$ cat src/rtl/core/lru_pkg.sv
package lru_pkg;

	localparam int unsigned ACC_W   = 48;
	localparam int unsigned DATA_W  = 32;
	localparam int unsigned OUT_CNT = 16;
	localparam logic [33:0] LN2_Q32 = 34'd2977044472;

	typedef enum logic [1:0] {
		KIND_BCE = 2'd0,
		KIND_MSE = 2'd1,
		KIND_CCE = 2'd2,
		KIND_NOP = 2'd3
	} kind_t;

	// one classified element handed from front to back
	typedef struct packed {
		logic signed [DATA_W-1:0] pred;
		logic signed [DATA_W-1:0] targ;
		logic                     last;
		kind_t                    kind;
	} elem_t;

	// log2(1 + i/2^tb) in Q32 by repeated squaring on a Q31 mantissa
	function automatic logic [32:0] log2_mant(input logic [63:0] y0);
		logic [63:0]  y;
		logic [127:0] sq;
		logic [32:0]  r;
		y = y0;
		r = '0;
		for (int b = 31; b >= 0; b--) begin
			sq = y * y;
			y  = sq[94:31];
			if (y >= 64'h1_0000_0000) begin
				y    = y >> 1;
				r[b] = 1'b1;
			end
		end
		return r;
	endfunction

	function automatic logic [32:0] log_entry(input int unsigned i, input int unsigned tb);
		if (i >= (32'd1 << tb))
			return 33'h1_0000_0000;
		return log2_mant((64'd1 << 31) + (64'(i) << (31 - tb)));
	endfunction

endpackage

$ cat src/rtl/core/lru_front.sv
// Input side: takes items, samples the loss kind, pushes into a 2-entry queue.
module lru_front (
	input  logic                 clk,
	input  logic                 arst_n,
	input  logic                 s_axis_tvalid,
	output logic                 s_axis_tready,
	input  logic [63:0]          s_axis_tdata,
	input  logic                 s_axis_tlast,
	input  logic [1:0]           kind,
	output logic                 q_valid,
	input  logic                 q_pop,
	output lru_pkg::elem_t       q_head
);
	lru_pkg::elem_t mem_q [2];
	logic           wp_q, rp_q;
	logic [1:0]     cnt_q;
	logic           push;

	assign s_axis_tready = (cnt_q != 2'd2);
	assign push          = s_axis_tvalid && s_axis_tready;
	assign q_valid       = (cnt_q != 2'd0);
	assign q_head        = mem_q[rp_q];

	always_ff @(posedge clk) begin
		if (push) begin
			mem_q[wp_q].pred <= s_axis_tdata[31:0];
			mem_q[wp_q].targ <= s_axis_tdata[63:32];
			mem_q[wp_q].last <= s_axis_tlast;
			mem_q[wp_q].kind <= lru_pkg::kind_t'(kind);
		end
	end

	always_ff @(posedge clk or negedge arst_n) begin
		if (!arst_n) begin
			wp_q  <= 1'b0;
			rp_q  <= 1'b0;
			cnt_q <= 2'd0;
		end else begin
			if (push)
				wp_q <= ~wp_q;
			if (q_pop)
				rp_q <= ~rp_q;
			cnt_q <= cnt_q + 2'(push) - 2'(q_pop);
		end
	end
endmodule

$ cat config.mk
export PLATFORM = sky130hd
export DESIGN_NAME = lru_front
export DESIGN_NICKNAME = d
export VERILOG_FILES = /design/src/rtl/core/lru_pkg.sv /design/src/rtl/core/lru_front.sv
export SDC_FILE = /design/constraint.sdc
export NUM_CORES = 1
export LEC_CHECK = 0
export ABC_AREA = 1
export BUFFER_PORTS_ARGS = -buffer_cell sky130_fd_sc_hd__buf_2
export CORE_MARGIN = 1.5
export CORE_UTILIZATION = 30
export CTS_CLUSTER_DIAMETER = 200
export CTS_CLUSTER_SIZE = 28
export DETAILED_ROUTE_END_ITERATION = 16
export PLACE_DENSITY = 0.5
export SYNTH_ARGS = -nofsm -noshare
export SYNTH_HDL_FRONTEND = slang
export SYNTH_SLANG_ARGS = --single-unit
$ cat constraint.sdc
create_clock -name clk -period 6.92 [get_ports clk]
set_input_delay 0.692 -clock clk [delete_from_list [all_inputs] [get_ports clk]]
set_output_delay 0.692 -clock clk [all_outputs]
set_load 0.005 [all_outputs]
==> results.toml, run 1 <==
[outcome]
outcome = "finished, final reports clean"

[synth]
ys_seq_area_share_pct = 80.35
netlist_instances = 236
synth_adder_area_share_pct = 0.2438
synth_compound_gate_area_share_pct = 0.09751
ys_warn_count = 0
yosys.area.top_type = "edfxtp_1"
synth_top_area_share_pct = 78.40
synthTopCellsByArea = "edfxtp_1 (78%), mux2_2 (10%), mux2_4 (5.9%)"
synthSimpleGateAreaFrac_pct = 1.195
syn_area_um2 = 5132
ys_seq_elements = 138
yosys.cell_types.count = 15
synth_xor_area_share_pct = 0.1706
synth_top_family_by_area = "multiplexers"
syn_area_per_cell_um2 = 21.75
synthMuxAreaShare_pct = 16.16
synthesis.nets = 308

[timing]
slew_headroom_pct = 28.32
tns_ns = 0
fin_crit_ns = 2.830
report.final.hold_viol_count = 0
drv_slew = 0
fin_worst_skew_ns = 0.006300
finalCritPeriodShare_pct = 40.90
whs_ns = 0.08500
worstMarginPinSlew_ns = 1.075
max_freq_ghz = 0.3534
rsz0062_at_grt = "no"
setup_ws_ns = 4.090
setup_viol = 0

[worst_setup_path]
critPathArrivalTime_ns = 2.14
r2r_slack_ns = 4.48
crit_path_max_incr_delay_ns = 1.13
cp_max_fo = 68
end_kind = "output port"
cpMaxStageDelayCell = "dfrtp_4"
cp_cell_sequence = "mux2_2, buf_2"
path_class = "reg -> out"
crit_path_start_kind = "register"
cp.required_ns = 6.23

[min_path]
min_path_type = "in -> async"

[detailed_routing]
wl_per_cell_um = 15.02
dr.pass1.iters = 4
vias = 2618
wl_mm = 9.266
antenna_left = 0
drc = 0
drtIter0Drc = 91
routed_via_density = 4.243

[cts]
cts_buffers = 17
clkTransAtPathRegs_ns = 0.05
postCtsSetupRepairBufs = 0
tritoncts = "built"
holdBufCountCts = 0
cts_htree_levels = 4
cts_num_sinks = 138
insertion_delay_ns = 0.41
cts_resized = 0
clockBufferDepth = 2
root_buffer = "clkbuf_16"

[place]
globalplace.congestion = 0.6529
dpl.cell_count = 589
portBuffers = 139
post-place-ws_ns = 4.112
dp_hpwl_mm = 5.675

[layout]
multi_input_area_um2 = 932.1
antenna_cells = 0
drive_gt1_share_pct = 58.44
final-seq-area_um2 = 4128
nFillCells = 1552
nets = 460
fin_cells = 617
syn_to_final_growth_pct = 27.84

[power_and_ir_drop]
p_leak_nw = 2.518
peakVddDrop_mv = 0.3901
power.density_nw_per_um2 = 411.5

[global_routing]
antenna_found_initial = 1
grt_usage_pct = 11.08
grt_overflow = 0
grt_pass1_wl_mm = 14.49
grt_pass1_vias = 2805
grt_max_degree = 69

[flow_run]
max-cap-violations = 0

[die]
ioPinCount = 140
row_count = 47
core_um2 = 16640
dieArea_um2 = 17900
initial_utilization_pct = 30.84
die_w_um = 133.8
chipHeight_um = 133.8
path summary, 6_finish.rpt:
path | start | to | cells past startpoint
setup / recovery | rp_q | q_head[66] | 2
hold / removal | arst_n | rp_q | 1
setup reg to reg | cnt_q[0] | mem_q[0][20] | 5
hold reg to reg | cnt_q[0] | cnt_q[0] | 1
max in group asynchronous | arst_n | rp_q | 1
min in group clk | s_axis_tdata[43] | mem_q[1][14] | 1
worst max-delay path, delay by kind of cell (launching register included):
family	cells	cell delay, ns
flip-flops	1	1.13
buffers and inverters	1	0.14
multiplexers	1	0.45
metrics by stage:
| stage | util, % | area (um^2) | power (mW) |
|---|---|---|---|
| 2_1_floorplan | - | 5132 | 1.690 |
| 5_1_grt | 39.43 | 6561 | 2.860 |
| 3_5_place_dp | 36.44 | 6065 | 1.966 |
| 4_1_cts | 39.43 | 6561 | 2.763 |
| 3_3_place_gp | 36.44 | 6065 | 1.954 |
| 6_report | 39.43 | 6561 | 2.700 |
layout make-up:
class | instances | share of cell area, %
tap | 220 | 4.195
multi-input combinational | 85 | 14.21
clock buffer | 22 | 6.770
inverter | 5 | 0.2860
sequential | 138 | 62.91
timing repair buffer | 141 | 10.83
clock inverter | 6 | 0.8009
cells in the final DEF, fill, tap and decap left out:
cell type / netlist / routed
nor2_1: 3 / 1
clkinv_1: 0 / 2
ha_1: 1 / 1
clkbuf_1: 0 / 5
clkbuf_16: 0 / 17
mux2_2: 47 / 47
nand2_1: 10 / 10
inv_1: 5 / 5
buf_4: 0 / 2
bufinv_16: 0 / 1
dfrtp_4: 0 / 1
nand3b_1: 1 / 1
dfrtp_1: 4 / 3
xor2_1: 1 / 1
mux2_4: 20 / 20
a21oi_1: 1 / 1
nand3_1: 1 / 1
nor2_4: 0 / 2
edfxtp_1: 134 / 134
buf_2: 4 / 139
clkinv_2: 0 / 3
registers in the layout (all words and copies together), names as in the netlist:
name and cells:
mem_q 134, cnt_q 2, rp_q 1, wp_q 1
report_power, final:
group / switching, mW / internal (mW)
Combinational: 0.278 / 0.368
Sequential: 0.131 / 1.14
Clock: 0.300 / 0.480
layer usage:
metal | routed length (um) | share of wire, % | global-route usage, % | vias up
li1 | - | - | - | 1219
met1 | 3819 | 41 | 12.48 | 1291
met2 | 4576 | 49 | 17.81 | 95
met3 | 746 | 8.1 | 5.707 | 11
met4 | 111 | 1.2 | 4.469 | 2
met5 | 12 | 0.13 | 0 | -
synth_stat cells, drive strengths merged:
| library cell | number |
|---|---|
| buf | 8 |
| nand3 | 1 |
| edfxtp | 134 |
| mux2 | 67 |
| xor2 | 1 |
| ha | 1 |
| inv | 5 |
| nand3b | 1 |
| nand2 | 10 |
| dfrtp | 4 |
| nor2 | 3 |
| a21oi | 1 |
kinds of logic (layout without fill, tap and decap cells):
family / Yosys count / count (layout)
flops: 138 / 138
mux: 67 / 67
simple gates: 15 / 15
buf+inv: 13 / 174
fa+ha+maj: 1 / 1
compound gates: 1 / 1
xor+xnor: 1 / 1
No activity file was read; power rests on OpenSTA's default activity.
==> inputs of run 2 (changes only) <==
--- a/config.mk
+++ b/config.mk
@@ -5,14 +5,14 @@
 export SDC_FILE = /design/constraint.sdc
 export NUM_CORES = 1
 export LEC_CHECK = 0
-export ABC_AREA = 1
+export ABC_AREA = 0
 export BUFFER_PORTS_ARGS = -buffer_cell sky130_fd_sc_hd__buf_2
 export CORE_MARGIN = 1.5
 export CORE_UTILIZATION = 30
 export CTS_CLUSTER_DIAMETER = 200
 export CTS_CLUSTER_SIZE = 28
 export DETAILED_ROUTE_END_ITERATION = 16
-export PLACE_DENSITY = 0.5
+export PLACE_DENSITY = 0.51
 export SYNTH_ARGS = -nofsm -noshare
 export SYNTH_HDL_FRONTEND = slang
 export SYNTH_SLANG_ARGS = --single-unit
==> constraint.sdc (replaced) <==
create_clock -name clk -period 2.5 [get_ports clk]
set_input_delay 0.25 -clock clk [delete_from_list [all_inputs] [get_ports clk]]
set_output_delay 0.25 -clock clk [all_outputs]
set_load 0.005 [all_outputs]
==> results.toml, run 2 <==
[outcome]
outcome = "finished, final reports clean"

[timing]
report.final.hold_viol_count = 0
worstMarginPinSlew_ns = 0.5374
tns_ns = 0
slew_headroom_pct = 64.17
setup_viol = 0
drv_slew = 0
rsz0062_at_grt = "no"
fin_worst_skew_ns = 0.008838
max_freq_ghz = 0.4517
finalCritPeriodShare_pct = 88.55
whs_ns = 0.02572
setup_ws_ns = 0.2861
fin_crit_ns = 2.214

[place]
globalplace.congestion = 0.6652
place_area_um2 = 6135
post-place-ws_ns = 0.6818
dp_hpwl_mm = 5.848
portBuffers = 139

[cts]
root_buffer = "clkbuf_16"
cts_htree_levels = 4
clockBufferDepth = 2
tritoncts = "built"
clkTransAtPathRegs_ns = 0.06
postCtsSetupRepairBufs = 0
cts_num_sinks = 138
cts_buffers = 17
cts_resized = 0
holdBufCountCts = 1
insertion_delay_ns = 0.41

[layout]
stdcell_area_um2 = 6723
layout_common_cells = "buf_2 (139), edfxtp_1 (134), mux2_2 (47)"
nets = 458
final_util_pct = 40.40
nFillCells = 1553
drive_gt1_share_pct = 61.65
mostFrequentLayoutCell = "buf_2"
regMostFlops = "mem_q"
antenna_cells = 0
multi_input_area_um2 = 938.4
top_regs = "mem_q: 134 flops, cnt_q: 2 flops"
largest_register_ffs = 134
final-seq-area_um2 = 4128
syn_to_final_growth_pct = 31.24

[synth]
synthTopCellsByCount = "edfxtp_1 (134), mux2_2 (47), mux2_4 (20)"
syn_area_um2 = 5122
synth-main-ff-cell = "edfxtp_1"
synth_top_area_share_pct = 78.55
ys_seq_elements = 138
ys_seq_area_share_pct = 80.51
synthTopCellsByArea = "edfxtp_1 (79%), mux2_2 (10%), mux2_4 (5.9%)"
netlist_instances = 226
syn_area_per_cell_um2 = 22.67
yosys.cell_types.count = 18
yosysMostFrequentCell = "edfxtp_1"
synthesis.nets = 298
synthArstFlopShare_pct = 2.899
synth-edff-count = 134
ys_warn_count = 0
yosys.area.top_type = "edfxtp_1"

[worst_setup_path]
critPathArrivalTime_ns = 1.96
cp.required_ns = 2.25
path_class = "reg -> out"
cp_max_fo = 32
end_kind = "output port"
crit_path_start_kind = "register"
r2r_slack_ns = 0.81

[global_routing]
grt_usage_pct = 10.88
grt_max_degree = 54
grt_overflow = 0
grt_pass1_vias = 2749
grt_pass1_wl_mm = 14.21
antenna_found_initial = 1

[die]
initial_utilization_pct = 30.78
ioPinCount = 140
dieArea_um2 = 17870
row_count = 47
chipHeight_um = 133.7
core_um2 = 16640
die_w_um = 133.7

[detailed_routing]
drc = 0
drtIter0Drc = 168
vias = 2613
antenna_left = 0
dr.pass1.iters = 4
wl_mm = 9.115
wl_per_cell_um = 14.73
routed_via_density = 4.221

[power_and_ir_drop]
power.density_nw_per_um2 = 1161
p_leak_nw = 2.564
peakVddDrop_mv = 0.4660

[flow_run]
max-cap-violations = 0

[min_path]
min_path_type = "in -> reg"
==> run 2: path summary, 6_finish.rpt <==
path | start | depth (start not counted) | endpoint
worst max-delay path | rp_q | 3 | q_head[25]
max in group asynchronous | arst_n | 2 | rp_q
worst min register to register | cnt_q[0] | 1 | cnt_q[0]
worst min-delay path | s_axis_tdata[40] | 1 | mem_q[0][11]
worst max register to register | cnt_q[0] | 3 | mem_q[1][26]
min in group asynchronous | arst_n | 2 | cnt_q[0]
==> run 2: power breakdown <==
group	total (mW)	switching (mW)	internal, mW
Combinational	2.01	0.889	1.12
Clock	2.39	0.874	1.51
Sequential	3.41	0.242	3.17
Total	7.80	2.01	5.80
==> run 2: per-stage QoR <==
stage / power [mW] / instances
CTS: 7.954 / 618
global route: 8.228 / 619
detailed placement: 5.529 / 585
finish: 7.803 / 619
floorplan: 4.656 / 226
global placement: 5.509 / 585
==> run 2: cell type report <==
cell class | instances | area share, %
multi-input combinational | 80 | 13.96
sequential | 138 | 61.40
clock buffer | 24 | 7.017
clock inverter | 8 | 1.433
timing repair buffer | 149 | 12.10
tap | 220 | 4.095
==> run 2: kinds of logic (layout without fill, tap and decap cells) <==
kind of cell / Yosys count / count (layout) / share of synthesized area [%]
adder cells (fa/ha/maj): 1 / 1 / 0.2442
multiplexers: 67 / 67 / 16.19
AND/OR/NAND/NOR: 6 / 6 / 0.6597
flip-flops: 138 / 138 / 80.51
buffers and inverters: 8 / 181 / 1.417
AO/OA/AOI/OAI: 2 / 2 / 0.2930
XOR/XNOR: 4 / 4 / 0.6841
==> run 2: worst max-delay path, cell delays in order, from the launching register on <==
cell	delay, ns
dfrtp_4	0.77
buf_4	0.29
mux2_2	0.35
buf_2	0.12
==> run 2: metal layers <==
layer	up-vias	global-route usage, %	part of all wire, %	wire length, um
li1	1214	-	-	-
met1	1278	12.36	42	3867
met2	101	17.33	49	4442
met3	18	4.452	6.6	598
met4	2	6.341	2.1	191
met5	-	0	0.16	15
==> inputs of run 3 (changes only) <==
--- a/config.mk
+++ b/config.mk
@@ -12,6 +12,7 @@
 export CTS_CLUSTER_DIAMETER = 200
 export CTS_CLUSTER_SIZE = 28
 export DETAILED_ROUTE_END_ITERATION = 16
+export MAX_ROUTING_LAYER = met4
 export PLACE_DENSITY = 0.51
 export SYNTH_ARGS = -nofsm -noshare
 export SYNTH_HDL_FRONTEND = slang
==> results.toml, run 3 (synthesis results as in run 2) <==
[outcome]
outcome = "finished, final reports clean"

[detailed_routing]
routed_via_density = 4.198
drtIter0Drc = 206
dr.pass1.iters = 4
drc = 0
antenna_left = 0
wl_per_cell_um = 14.74
vias = 2603
wl_mm = 9.140

[worst_setup_path]
cp_max_fo = 32
crit_path_max_incr_delay_ns = 0.78
cp_cell_sequence = "buf_4, mux2_2, buf_2"
end_kind = "output port"
critPathArrivalTime_ns = 1.97
cp_top_family = "flip-flops"
r2r_slack_ns = 0.81
cp.required_ns = 2.25
cpMaxStageDelayCell = "dfrtp_4"
r2r_start = "cnt_q[0]"
crit_buf_inv = 2
path_class = "reg -> out"
r2r-end = "mem_q[1][25]"
crit_path_start_kind = "register"
reg2reg_depth = 3

[cts]
cts_buffers = 17
insertion_delay_ns = 0.41
clockBufferDepth = 2
clkTransAtPathRegs_ns = 0.06
root_buffer = "clkbuf_16"
postCtsSetupRepairBufs = 0
tritoncts = "built"
cts_num_sinks = 138
cts_htree_levels = 4

[timing]
worstMarginPinSlew_ns = 0.5427
report.final.hold_viol_count = 0
fin_worst_skew_ns = 0.008783
setup_viol = 0
drv_slew = 0
slew_headroom_pct = 63.82
tns_ns = 0
finalCritPeriodShare_pct = 88.81
rsz0062_at_grt = "no"
max_freq_ghz = 0.4504
fin_crit_ns = 2.220

[global_routing]
grt_usage_pct = 11.20
grt_pass1_wl_mm = 14.20
grt_pass1_vias = 2749
antenna_found_initial = 1
grt_overflow = 0
grt_max_degree = 54

[layout]
nFillCells = 1553
top_regs = "mem_q: 134 flops, cnt_q: 2 flops"
syn_to_final_growth_pct = 31.29
regMostFlops = "mem_q"
fin_cells = 620
mostFrequentLayoutCell = "buf_2"
nets = 458
final_util_pct = 40.41
layout_common_cells = "buf_2 (139), edfxtp_1 (134), mux2_2 (47)"
largest_register_ffs = 134
drive_gt1_share_pct = 61.65

[place]
dp_hpwl_mm = 5.848
dpl.cell_count = 585
portBuffers = 139
globalplace.congestion = 0.6718

[die]
dieArea_um2 = 17870
chipHeight_um = 133.7
core_um2 = 16640
initial_utilization_pct = 30.78
row_count = 47
ioPinCount = 140
die_w_um = 133.7

[min_path]
hold_start = "s_axis_tdata[38]"
min_to = "mem_q[1][9]"
min_path_type = "in -> reg"
hold_depth = 1

[power_and_ir_drop]
p_leak_nw = 2.564
power.density_nw_per_um2 = 1161
power_mw = 7.809
peakVddDrop_mv = 0.4666

[flow_run]
max-cap-violations = 0
[run 3: changes by cell type in the layout (fill, tap and decap cells not counted)]
cell,change
diode_2,+1
[run 3: final cells by class]
class	instances	area, um^2	area share [%]
clock inverters	8	96.34	1.433
repair buffers	149	813.3	12.09
diodes	1	2.502	0.03721
multi-input cells	80	938.4	13.95
flip-flops and latches	138	4128	61.38
clock buffers	24	471.7	7.014
well taps	220	275.3	4.093
[run 3: per-stage QoR]
step | setup WS (ns) | hold slack [ns] | instance area, um^2
after floorplan | 0.4274 | -0.04559 | 5131
after global placement | 0.6965 | 0.06397 | 6135
after detailed placement | 0.6818 | 0.06300 | 6135
after CTS | 0.2320 | 0.00003339 | 6713
after global routing | 0.1685 | 0.0007901 | 6725
final | 0.2799 | 0.02512 | 6725
[run 3: power breakdown]
| group | internal (mW) | total, mW | switching [mW] |
|---|---|---|---|
| Combinational | 1.12 | 2.01 | 0.893 |
| Clock | 1.51 | 2.39 | 0.875 |
| Sequential | 3.17 | 3.41 | 0.244 |
| Total | 5.80 | 7.81 | 2.01 |
[run 3: layer usage]
metal  vias to the layer above  wire [um]  global-route usage [%]  share of wire, %
li1                       1216          -                       -                 -
met1                      1272       3984                   12.49                44
met3                        16        567                   4.148               6.2
met4                         0        191                   6.341               2.1
met2                        99       4397                   17.36                48
met5                         -          0                       -                 0
[run 3: how the worst max path moves through the flow]
stage | cells past startpoint | endpoint | from
after floorplan | 3 | mem_q[0][0] | cnt_q[0]
after global placement | 3 | q_head[19] | rp_q
after detailed placement | 3 | q_head[19] | rp_q
after CTS | 3 | q_head[58] | rp_q
after global routing | 3 | q_head[58] | rp_q
final | 3 | q_head[25] | rp_q
[run 3: repair_timing]
item                                   CTS  global route
gates resized for setup                  0             0
endpoints found under the hold margin    4             2
hold buffers                             1             1
